`src/hw/rtl/plx_pkg.sv`:
```
package plx_pkg;

  // Widths of the frame statistics accumulators.
  localparam int unsigned SUM_W = 25;
  localparam int unsigned CNT_W = 17;

  localparam logic [SUM_W-1:0] SUM_MAX   = {SUM_W{1'b1}};
  localparam logic [CNT_W-1:0] COUNT_MAX = {CNT_W{1'b1}};

  // Default sampling stride of the statistics.
  localparam int unsigned SAMPLE_STRIDE_DEF = 7;

  // Configuration register map.
  localparam int unsigned PADDR_W = 3;
  localparam logic        REG_PIXEL_FORMAT = 1'b0;

  // Pixel format codes.
  localparam logic [1:0] FMT_GREY      = 2'd0;
  localparam logic [1:0] FMT_YUYV      = 2'd1;
  localparam logic [1:0] FMT_RGB565    = 2'd2;
  localparam logic [1:0] FMT_RGB565X   = 2'd3;
  localparam logic [1:0] FMT_RESET     = FMT_RGB565;

  // Luma weights, scaled by 256.
  localparam logic [7:0] COEF_R = 8'd77;
  localparam logic [7:0] COEF_G = 8'd151;
  localparam logic [7:0] COEF_B = 8'd28;

  typedef enum logic [1:0] {
    CH_R,
    CH_G,
    CH_B
  } chan_e;

  function automatic logic [7:0] luma_coef(chan_e ch);
    logic [7:0] c;
    case (ch)
      CH_R:    c = COEF_R;
      CH_G:    c = COEF_G;
      CH_B:    c = COEF_B;
      default: c = '0;
    endcase
    return c;
  endfunction

endpackage

```
`src/hw/rtl/plx_luma.sv`:
```
module plx_luma (
  input  logic        clk_i,
  input  logic        rst_ni,
  input  logic        start_i,
  input  logic [15:0] word_i,
  output logic        done_o,
  output logic [7:0]  luma_o
);
  import plx_pkg::*;

  logic        busy_q;
  logic        done_q;
  chan_e       step_q;
  logic [15:0] word_q;
  logic [15:0] acc_q;
  logic [7:0]  chan;
  logic [15:0] prod;

  // One channel is expanded to eight bits and weighted per cycle.
  always_comb begin
    case (step_q)
      CH_R:    chan = {word_q[15:11], 3'b000};
      CH_G:    chan = {word_q[10:5], 2'b00};
      CH_B:    chan = {word_q[4:0], 3'b000};
      default: chan = '0;
    endcase
  end

  assign prod = luma_coef(step_q) * chan;

  always_ff @(posedge clk_i or negedge rst_ni) begin
    if (!rst_ni) begin
      busy_q <= 1'b0;
      done_q <= 1'b0;
      step_q <= CH_R;
    end else begin
      done_q <= !start_i && busy_q && (step_q == CH_B);
      if (start_i) begin
        busy_q <= 1'b1;
        step_q <= CH_R;
        word_q <= word_i;
        acc_q  <= '0;
      end else if (busy_q) begin
        acc_q <= acc_q + prod;
        if (step_q == CH_B) begin
          busy_q <= 1'b0;
          step_q <= CH_R;
        end else begin
          step_q <= chan_e'(step_q + 2'd1);
        end
      end
    end
  end

  assign done_o = done_q;
  assign luma_o = acc_q[15:8];

endmodule

```
`src/hw/rtl/plx_div.sv`:
```
module plx_div (
  input  logic                      clk_i,
  input  logic                      rst_ni,
  input  logic                      start_i,
  input  logic [plx_pkg::SUM_W-1:0] dividend_i,
  input  logic [plx_pkg::CNT_W-1:0] divisor_i,
  output logic                      done_o,
  output logic [plx_pkg::SUM_W-1:0] quotient_o
);
  import plx_pkg::*;

  localparam int unsigned ITER_W = $clog2(SUM_W + 1);

  logic              busy_q;
  logic              done_q;
  logic [ITER_W-1:0] iter_q;
  logic [SUM_W-1:0]  quo_q;
  logic [CNT_W-1:0]  rem_q;
  logic [CNT_W-1:0]  div_q;
  logic [CNT_W:0]    rem_sh;
  logic              ge;
  logic [CNT_W:0]    rem_sub;

  // Restoring division, one quotient bit per cycle.
  assign rem_sh  = {rem_q, quo_q[SUM_W-1]};
  assign ge      = rem_sh >= {1'b0, div_q};
  assign rem_sub = rem_sh - {1'b0, div_q};

  always_ff @(posedge clk_i or negedge rst_ni) begin
    if (!rst_ni) begin
      busy_q <= 1'b0;
      done_q <= 1'b0;
      iter_q <= '0;
    end else begin
      done_q <= !start_i && busy_q && (iter_q == ITER_W'(1));
      if (start_i) begin
        busy_q <= 1'b1;
        iter_q <= ITER_W'(SUM_W);
        quo_q  <= dividend_i;
        rem_q  <= '0;
        div_q  <= divisor_i;
      end else if (busy_q) begin
        quo_q  <= {quo_q[SUM_W-2:0], ge};
        rem_q  <= ge ? rem_sub[CNT_W-1:0] : rem_sh[CNT_W-1:0];
        iter_q <= iter_q - ITER_W'(1);
        if (iter_q == ITER_W'(1)) begin
          busy_q <= 1'b0;
        end
      end
    end
  end

  assign done_o     = done_q;
  assign quotient_o = quo_q;

endmodule

```
`src/hw/rtl/pixel_luma_extract_with_stats.sv`:
```
// Pixel luma extractor with per-frame statistics. Each accepted word carries one 16-bit camera
// pixel and yields one result word with its 8-bit luma. The pixel_format register (byte address
// 0, reset value RGB565) selects the conversion: grey and YUYV pass the low byte through, RGB565
// expands 5/6/5 to eight bits per channel and forms (77*R + 151*G + 28*B) >> 8, and the
// byte-swapped RGB565 variant exchanges the two bytes first. Every SAMPLE_STRIDE-th pixel of a
// frame, starting with the first one, updates a running minimum, maximum and saturating sum. The
// word marked as the last pixel of the frame also reports the minimum, the maximum and the
// truncated mean, after which the statistics restart; on all other words these fields are zero.
// The block works on one pixel at a time and holds in_stall_o high while busy. An RGB565 pixel
// takes longer than a grey or YUYV pixel, because the three channel products go through one
// shared 8x8 multiply-accumulate unit, one channel per cycle. On the last pixel of a frame the
// mean is formed by a radix-2 divider, one quotient bit per cycle. A finished result sits in the
// output register, so a new pixel can be taken while the previous word still waits on
// out_stall_i. Configuration must be written only while idle; the block does not enforce it.
module pixel_luma_extract_with_stats #(
  parameter int unsigned SAMPLE_STRIDE = plx_pkg::SAMPLE_STRIDE_DEF
) (
  input  logic                        clk_i,
  input  logic                        rst_ni,
  input  logic                        psel,
  input  logic                        penable,
  input  logic                        pwrite,
  input  logic [plx_pkg::PADDR_W-1:0] paddr,
  input  logic [31:0]                 pwdata,
  output logic [31:0]                 prdata,
  output logic                        pready,
  input  logic                        in_valid_i,
  output logic                        in_stall_o,
  input  logic [15:0]                 pixel_word_i,
  input  logic                        last_pixel_i,
  output logic                        out_valid_o,
  input  logic                        out_stall_i,
  output logic [7:0]                  luma_o,
  output logic                        frame_done_o,
  output logic [7:0]                  frame_min_o,
  output logic [7:0]                  frame_max_o,
  output logic [7:0]                  frame_mean_o
);
  import plx_pkg::*;

  localparam int unsigned          PHASE_W    = (SAMPLE_STRIDE > 1) ? $clog2(SAMPLE_STRIDE) : 1;
  localparam logic [PHASE_W-1:0]   PHASE_LAST = PHASE_W'(SAMPLE_STRIDE - 1);

  typedef enum logic [2:0] {
    S_IDLE,
    S_LUMA,
    S_STATS,
    S_DIV_GO,
    S_DIV,
    S_EMIT
  } state_e;

  state_e           state_q;
  logic [1:0]       fmt_q;
  logic             last_q;
  logic [7:0]       luma_q;
  logic [PHASE_W-1:0] phase_q;
  logic [SUM_W-1:0] sum_q;
  logic [CNT_W-1:0] count_q;
  logic [7:0]       min_q;
  logic [7:0]       max_q;
  logic [7:0]       res_min_q;
  logic [7:0]       res_max_q;
  logic [7:0]       res_mean_q;

  logic             out_valid_q;
  logic [7:0]       out_luma_q;
  logic             out_done_q;
  logic [7:0]       out_min_q;
  logic [7:0]       out_max_q;
  logic [7:0]       out_mean_q;

  logic             in_acc;
  logic             cfg_wr;
  logic [15:0]      word_sw;
  logic             luma_start;
  logic             luma_done;
  logic [7:0]       luma_res;
  logic             div_start;
  logic             div_done;
  logic [SUM_W-1:0] div_quo;
  logic [SUM_W:0]   sum_ext;
  logic [7:0]       mean_clamp;

  // The configuration port never inserts wait states.
  assign pready = 1'b1;
  assign cfg_wr = psel && penable && pwrite && (paddr[2] == REG_PIXEL_FORMAT);
  assign prdata = (paddr[2] == REG_PIXEL_FORMAT) ? {30'd0, fmt_q} : 32'd0;

  assign in_stall_o = (state_q != S_IDLE);
  assign in_acc     = in_valid_i && !in_stall_o;

  // The byte-swapped format is turned into plain RGB565 before the multiply-accumulate unit.
  assign word_sw    = (fmt_q == FMT_RGB565X) ? {pixel_word_i[7:0], pixel_word_i[15:8]}
                                             : pixel_word_i;
  assign luma_start = in_acc && ((fmt_q == FMT_RGB565) || (fmt_q == FMT_RGB565X));

  plx_luma u_luma (
    .clk_i   (clk_i),
    .rst_ni  (rst_ni),
    .start_i (luma_start),
    .word_i  (word_sw),
    .done_o  (luma_done),
    .luma_o  (luma_res)
  );

  assign div_start = (state_q == S_DIV_GO);

  plx_div u_div (
    .clk_i      (clk_i),
    .rst_ni     (rst_ni),
    .start_i    (div_start),
    .dividend_i (sum_q),
    .divisor_i  (count_q),
    .done_o     (div_done),
    .quotient_o (div_quo)
  );

  // A mean above 255 can only follow saturation of the sum or count and is clamped.
  assign mean_clamp = (div_quo[SUM_W-1:8] != '0) ? 8'hFF : div_quo[7:0];
  assign sum_ext    = {1'b0, sum_q} + (SUM_W + 1)'(luma_q);

  always_ff @(posedge clk_i or negedge rst_ni) begin
    if (!rst_ni) begin
      state_q     <= S_IDLE;
      fmt_q       <= FMT_RESET;
      phase_q     <= '0;
      sum_q       <= '0;
      count_q     <= '0;
      min_q       <= 8'hFF;
      max_q       <= 8'h00;
      out_valid_q <= 1'b0;
    end else begin
      if (cfg_wr) begin
        fmt_q <= pwdata[1:0];
      end
      // In the emit state the output register is handled by the emit branch below.
      if (out_valid_q && !out_stall_i && (state_q != S_EMIT)) begin
        out_valid_q <= 1'b0;
      end

      case (state_q)
        S_IDLE: begin
          if (in_acc) begin
            last_q <= last_pixel_i;
            luma_q <= pixel_word_i[7:0];
            state_q <= luma_start ? S_LUMA : S_STATS;
          end
        end
        S_LUMA: begin
          if (luma_done) begin
            luma_q  <= luma_res;
            state_q <= S_STATS;
          end
        end
        S_STATS: begin
          if (phase_q == '0) begin
            sum_q <= sum_ext[SUM_W] ? SUM_MAX : sum_ext[SUM_W-1:0];
            if (count_q != COUNT_MAX) begin
              count_q <= count_q + CNT_W'(1);
            end
            if (luma_q < min_q) begin
              min_q <= luma_q;
            end
            if (luma_q > max_q) begin
              max_q <= luma_q;
            end
          end
          phase_q <= (phase_q == PHASE_LAST) ? '0 : phase_q + PHASE_W'(1);
          res_min_q  <= 8'h00;
          res_max_q  <= 8'h00;
          res_mean_q <= 8'h00;
          state_q    <= last_q ? S_DIV_GO : S_EMIT;
        end
        S_DIV_GO: begin
          // The divider takes the totals on this edge; the statistics restart for the next frame.
          res_min_q <= min_q;
          res_max_q <= max_q;
          phase_q   <= '0;
          sum_q     <= '0;
          count_q   <= '0;
          min_q     <= 8'hFF;
          max_q     <= 8'h00;
          state_q   <= S_DIV;
        end
        S_DIV: begin
          if (div_done) begin
            res_mean_q <= mean_clamp;
            state_q    <= S_EMIT;
          end
        end
        S_EMIT: begin
          if (!out_valid_q || !out_stall_i) begin
            out_valid_q <= 1'b1;
            out_luma_q  <= luma_q;
            out_done_q  <= last_q;
            out_min_q   <= res_min_q;
            out_max_q   <= res_max_q;
            out_mean_q  <= res_mean_q;
            state_q     <= S_IDLE;
          end
        end
        default: begin
          state_q <= S_IDLE;
        end
      endcase
    end
  end

  assign out_valid_o  = out_valid_q;
  assign luma_o       = out_luma_q;
  assign frame_done_o = out_done_q;
  assign frame_min_o  = out_min_q;
  assign frame_max_o  = out_max_q;
  assign frame_mean_o = out_mean_q;

  // An accepted word keeps the block busy on the following cycle.
  assert property (@(posedge clk_i) disable iff (!rst_ni) in_acc |=> in_stall_o)
    else $error("block ready right after accepting a word");

  // A new result word only appears when leaving the emit state.
  assert property (@(posedge clk_i) disable iff (!rst_ni)
    $rose(out_valid_o) |-> $past(state_q == S_EMIT))
    else $error("result word appeared outside the emit state");

  // Statistics fields are zero on words that do not close a frame.
  assert property (@(posedge clk_i) disable iff (!rst_ni)
    (out_valid_o && !frame_done_o) |->
      (frame_min_o == 8'h00) && (frame_max_o == 8'h00) && (frame_mean_o == 8'h00))
    else $error("statistics reported on a word that does not end a frame");

  // The divider reports completion only while the sequencer waits on it.
  assert property (@(posedge clk_i) disable iff (!rst_ni) div_done |-> (state_q == S_DIV))
    else $error("divider finished outside the divide state");

endmodule
```
`config.mk`:
```
export PLATFORM = sky130hd
export DESIGN_NAME = pixel_luma_extract_with_stats
export DESIGN_NICKNAME = d
export VERILOG_FILES = /design/src/hw/rtl/plx_pkg.sv /design/src/hw/rtl/plx_luma.sv /design/src/hw/rtl/plx_div.sv /design/src/hw/rtl/pixel_luma_extract_with_stats.sv
export SDC_FILE = /design/constraint.sdc
export NUM_CORES = 1
export LEC_CHECK = 0
export BUFFER_PORTS_ARGS = -buffer_cell sky130_fd_sc_hd__buf_2
export CAP_MARGIN = 30
export CORE_ASPECT_RATIO = 0.6
export CORE_MARGIN = 1.5
export CORE_UTILIZATION = 55
export DETAILED_ROUTE_END_ITERATION = 10
export GPL_TIMING_DRIVEN = 0
export PLACE_DENSITY = 0.8
export SLEW_MARGIN = 20
export SYNTH_ARGS = -nofsm -noshare
export SYNTH_HDL_FRONTEND = slang
export SYNTH_SLANG_ARGS = --single-unit
```
`constraint.sdc`:
```
create_clock -name clk_i -period 5.45 [get_ports clk_i]
set_clock_uncertainty 0.1 [all_clocks]
set_input_delay 0.8175 -clock clk_i [delete_from_list [all_inputs] [get_ports clk_i]]
set_output_delay 0.8175 -clock clk_i [all_outputs]
set_load 0.02 [all_outputs]
```
Word-level counts from Yosys, hierarchy flattened
Cells that the tools add are included.
{"block": "word_totals", "reg_bits": 235, "latch_bits": 0, "ramBits": 0, "mem_bits_ro": 0, "in_bits": 59, "word_cells": 155, "mem_count": 0}
{"block": "classes", "addsub": 7, "n_mul": 1, "div": 0, "n_lt_le_gt_ge": 3, "eq_ne": 21, "n_shift": 0, "mux": 52, "bitwise": 1, "reduce_logical": 41}
{"cell": "25-bit two-way mux", "n": 4}
{"cell": "8-bit one-hot mux with 2 select lines", "n": 6}
{"cell": "17-bit two-way mux", "n": 4}
{"cell": "8-bit two-way mux", "n": 8}
{"cell": "25-bit one-hot mux with 2 select lines", "n": 1}
{"cell": "8-bit one-hot mux with 3 select lines", "n": 2}
{"cell": "17-bit one-hot mux with 2 select lines", "n": 1}
{"cell": "16-bit two-way mux", "n": 2}
{"cell": "25-bit by 8-bit adder with 26-bit output", "n": 1}
{"cell": "18-bit by 17-bit >= comparator with 1-bit output", "n": 1}
{"cell": "3-bit two-way mux", "n": 6}
{"cell": "3-bit one-hot mux with 6 select lines", "n": 1}
{"cell": "3-bit AND reduction", "n": 6}
{"cell": "17-bit by 1-bit adder with 17-bit output (second input constant)", "n": 1}
{"cell": "17-bit inequality test (second input constant)", "n": 1}
{"cell": "17-bit nonzero test", "n": 1}
{"cell": "17-bit subtractor", "n": 1}
{"cell": "16-bit adder", "n": 1}
{"cell": "8-bit by 8-bit multiplier with 16-bit output", "n": 1}
{"cell": "2-bit inequality test (second input constant)", "n": 6}
{"cell": "1-bit logical AND", "n": 11}
{"cell": "2-bit two-way mux", "n": 5}
{"cell": "5-bit two-way mux", "n": 2}
{"cell": "2-bit AND reduction", "n": 5}
{"cell": "other kinds (23)", "n": 48}

Longest topological paths before layout
{"block": "logic_depth", "depth_word": 7, "ltp_mapped": 23, "depth_no_buf": 22}

By module
Synthesis repeated with hierarchy kept, for this count alone.
{"block": "unflattened", "cells_unflattened": 1265, "hier_area_um2": 13969.6}
{"mod": "pixel_luma_extract_with_stats", "n_inst": 1, "cells_each": 604, "area_per_inst_um2": 6795.3}
{"mod": "plx_div", "n_inst": 1, "cells_each": 345, "area_per_inst_um2": 3863.7}
{"mod": "plx_luma", "n_inst": 1, "cells_each": 316, "area_per_inst_um2": 3310.7}

Worst setup path after synthesis
No wires, ideal clock.
{"block": "synth_path", "path_kind": "flip-flop to flip-flop", "start": "register u_luma.step_q[0]", "end": "register u_luma.acc_q[15] (data pin)", "setup_ps": 266, "arrival_ps": 5027, "slack_ps": 58, "stages_incl_launch_ff": 21, "cell_sequence": "dfrtp_1 > inv_1 > ha_1 > clkbuf_1 > a222oi_1 > nor2_1 > and2_1 > fa_1 > fa_1 > inv_1 > fa_1 > fa_1 > inv_1 > ha_1 > o21ai_0 > a211oi_1 > a221oi_1 > xnor2_1 > nand2_1 > xor2_1 > nor2_1"}
{"block": "synth_between", "elab_chain_len": 5, "word_cells_on_any_way": 8, "classes_between": "1 x add/sub; 1 x mul; 2 x eq/ne; 3 x mux; 1 x reduce/logical"}
{"element": "from (decl)", "line": "plx_luma.sv:13", "text": "chan_e step_q;"}
{"element": "from (signal assigned)", "line": "plx_luma.sv:49", "text": "step_q <= chan_e'(step_q + 2'd1);"}
{"element": "2-bit == test (tied with other cells)", "line": "plx_pkg.sv:37, plx_luma.sv:21"}
{"element": "8-bit one-hot mux with 3 select lines (on tied branches)", "line": "plx_pkg.sv:37, plx_luma.sv:21"}
{"element": "8-bit by 8-bit multiplier with 16-bit output *", "line": "plx_luma.sv:29", "text": "assign prod = luma_coef(step_q) * chan;"}
{"element": "16-bit adder *", "line": "plx_luma.sv:44", "text": "acc_q <= acc_q + prod;"}
{"element": "16-bit two-way mux *", "line": "plx_luma.sv:43", "text": "end else if (busy_q) begin"}
{"element": "to (signal assigned)", "line": "plx_luma.sv:44"}
{"element": "to (decl)", "line": "plx_luma.sv:15", "text": "logic [15:0] acc_q;"}
Every way passes the cells marked *; elsewhere a longest branch is shown, timed or not.
A chain may end at the register's enable or synchronous reset.

Final worst setup path
{"block": "layout_path", "start": "register u_luma.step_q[1]", "end": "register u_luma.acc_q[15] (data pin)"}
The elaborated chain is that of the path after synthesis.

==> run_results.csv <==
group,metric,value,unit
sta,worstMarginPinSlew,0.8511,ns
detailed_routing,antenna_violating_nets_post_route,0,
finish,mostFrequentLayoutCells,"155 x edfxtp_1, 132 x nand2_1, 118 x inv_1",
critical_path,endpoint_kind,"flip-flop",
finish,seqCellArea,6619,um2
sta,max_freq,180.3,MHz
finish,layoutNonFillerInstCount,1790,
floorplan,die_x,207.4,um
finish,multi_input_area,6644,um2
critical_path,crit_top_cell,"fa_1",
yosys,synth_edf_count,155,
yosys,ys_ff_latch,233,
detailed_routing,wirelength,35600,um
status,violations,"DRC, setup timing",
sta,tns,-0.1769,ns
critical_path,worstPathCellList,"buf_4 -> ha_4 -> a222oi_1 -> nor2_1 -> and2_1 -> ha_1 -> fa_1 -> inv_1 -> fa_1 -> fa_1 -> inv_1 -> ha_2 -> nor3_4 -> o211ai_1 -> buf_4 -> a221oi_4 -> xnor2_1 -> nand2_1 -> xor2_1 -> nor2_1",
sta,max-slew-margin-rel,43.26,%
status,status,"finished, violations left",
finish,n_antenna_cell,0,
floorplan,die_h,125.6,um
detailed_routing,drc,2,
floorplan,die_area,26050,um2
place,hpwlAfterDp,24540,um
yosys,seq_area_frac_synth,48.01,%
detailed_routing,drt_iter0_drc,1039,
critical_path,worst-path-buf-inv,4,
clock_tree,insertion_delay,0.52,ns
flow_run,drv_cap,0,
clock_tree,cts_max_path_buffers,3,
global_route,grt_pass1_wl,55550,um
global_route,grt_pass1_vias,10180,
place,dp.cells,1723,
yosys,synth_ff_type,"edfxtp_1",
place,io_buffer_count,63,
place,placed_area,14690,um2
critical_path,worst-path-max-fanout,7,
critical_path,critical_path.top_delay_family,"adder cells",
critical_path,cp_slowest_cell,"fa_1",
floorplan,ios,127,
detailed_routing,vias_per_cell,5.939,
global_route,antenna_found_initial,0,
clock_tree,clkTransAtPathRegs,0.07,ns
yosys,synth.avg_cell_area,10.55,um2
min_path,hold_path_class,"in2async",
sta,timing.final.ws_setup,-0.09725,ns
clock_tree,numCtsBuffers,22,
critical_path,worstPathArrival,5.69,ns
clock_tree,hold_buffers,0,
detailed_routing,wl_per_cell,19.89,um
finish,fin_area,15890,um2
place,gp_congestion,0.9493,
finish,drive_gt1_share,17.03,%
place,pre_cts_ws,-0.7326,ns
finish,fillCellCount,1849,
critical_path,crit_type,"reg2reg",
yosys,synth-warning-count,0,
sta,setup_violations,3,
yosys,yosysTopAreaCell,"edfxtp_1",
yosys,synth-async-reset-ratio,33.48,%
sta,post-route-period-util,101.8,%
critical_path,cp_slowest_stage_delay,0.55,ns
finish,layout_commonest_cell,"edfxtp_1",
critical_path,required,5.59,ns
sta,finalHoldViolations,0,
clock_tree,cts_tree,"built",
clock_tree,clock_sinks,233,
clock_tree,htreeDepth,1,
critical_path,cp-start-kind,"flip-flop",
floorplan,num_rows,44,
finish,nNetsFinal,1633,
floorplan,initial_utilization,56.52,%
yosys,synth.distinct_cells,67,
finish,synthToLayoutAreaGrowth,15.29,%
yosys,yosysTopAreaCellShare,33.77,%
sta,rsz0062_at_grt,"true",
floorplan,core_area,24390,um2
sta,slew_violations,0,
global_route,grt_util_all_layers,26.94,%
detailed_routing,vias,10630,
yosys,synth_area_leaders,"edfxtp_1 34%, dfrtp_1 13%, ha_1 8.3%, fa_1 4.5%, nand2_1 3.6%",
clock_tree,cts_root_buf,"clkbuf_16",
global_route,grt-ovfl-total,0,
yosys,syn_area,13780,um2
yosys,syn_inst,1307,
sta,fin_crit,5.547,ns
detailed_routing,first_pass_iters,10,
global_route,grt_max_degree,74,
kinds of logic (layout without fill, tap and decap cells):
group | Yosys count | count (layout) | synth area share (%)
compound gates | 243 | 243 | 11.43
xor+xnor | 45 | 45 | 2.859
fa+ha+maj | 122 | 122 | 12.76
buf+inv | 207 | 339 | 6.690
flops | 233 | 233 | 48.01
mux | 56 | 56 | 4.312
other cells | 2 | 31 | 0.05448
simple gates | 399 | 399 | 13.89
worst register-to-register path, cell delays in order, from the launching register on:
cell and delay, ns:
dfrtp_1 0.41, buf_4 0.16, ha_4 0.18, a222oi_1 0.52, nor2_1 0.18, and2_1 0.23, ha_1 0.32, fa_1 0.55
inv_1 0.06, fa_1 0.53, fa_1 0.55, inv_1 0.05, ha_2 0.23, nor3_4 0.19, o211ai_1 0.13, buf_4 0.18
a221oi_4 0.24, xnor2_1 0.15, nand2_1 0.09, xor2_1 0.17, nor2_1 0.06
metrics by stage:
stage	utilization, %	hold WS [ns]
6_report	65.17	0.1277
2_1_floorplan	-	0.3003
4_1_cts	64.38	0.1277
3_5_place_dp	60.23	0.3045
5_1_grt	65.17	0.1489
3_3_place_gp	59.91	0.3033
Yosys cell counts (5+ instances only):
cell type  instances
a22o_1             6
inv_1            123
and2_1            23
mux2i_1           29
o21a_1            12
xnor2_1           27
o21ai_0           61
xor2_1            18
dfrtp_1           69
clkbuf_1          48
nand2_1          132
buf_4             32
mux2_2            26
nand4_1           14
a21oi_1           52
or2_2              6
a211oi_1          14
a2111oi_0          6
nand2b_1          15
a41oi_1            5
a21o_1            21
nor2_1            96
o211ai_1          11
nand3_1           24
nor4_1             6
dfstp_2            9
edfxtp_1         155
nor3_1            20
a31oi_1           20
and4_1             5
fa_1              31
nor2b_1           11
ha_1              91
and3_1            25
a222oi_1           5
nor3b_1            7
sequential cells by signal (all words and copies together) (netlist names), 2 cells and up:
signal	count
u_luma.acc_q	14
fmt_q	2
frame_min_o	8
frame_max_o	8
sum_q	25
u_div.quotient_o	25
frame_mean_o	8
state_q	3
max_q	8
u_div.iter_q	5
res_max_q	8
phase_q	3
res_mean_q	8
u_luma.word_q	16
luma_q	8
min_q	8
res_min_q	8
luma_o	8
u_luma.step_q	2
u_div.rem_q	17
count_q	17
u_div.div_q	17
cell type report:
class	instances	share of cell area [%]
buffer	83	3.015
multi-input combinational	896	41.80
inverter	123	2.921
sequential	233	41.65
clock inverter	6	0.2047
tap	322	2.535
timing repair buffer	93	3.669
clock buffer	34	4.204
what timing repair did:
item | CTS | global route
cloned | 0 | 0
setup buffers | 19 | 9
gates resized for setup | 39 | 28
setup endpoints to repair | 9 | 7
endpoints found under the hold margin | 0 | 0
pin swaps | 26 | 30
per-layer routing:
layer	GRT usage [%]	share of wire, %	vias to the layer above	wire length [um]
met4	6.358	2.4	0	870
li1	-	-	4850	-
met2	38.46	41	614	14710
met3	6.359	12	78	4169
met1	41.45	45	5088	15850
met5	0	0	-	0
final timing paths:
check	cells past startpoint	end	slack, ns	from
max reg2reg	20	u_luma.acc_q[15]	-0.1	u_luma.step_q[1]
max in group asynchronous	2	count_q[14]	4.40	rst_ni
min	1	fmt_q[0]	0.13	rst_ni
min in group clk_i	0	frame_mean_o[3]	0.32	res_mean_q[3]
min reg2reg	0	frame_mean_o[3]	0.32	res_mean_q[3]
max	20	u_luma.acc_q[15]	-0.1	u_luma.step_q[1]
Power is not shown: default switching activity piles up to over one toggle a cycle in this logic, so the estimate is an artifact.
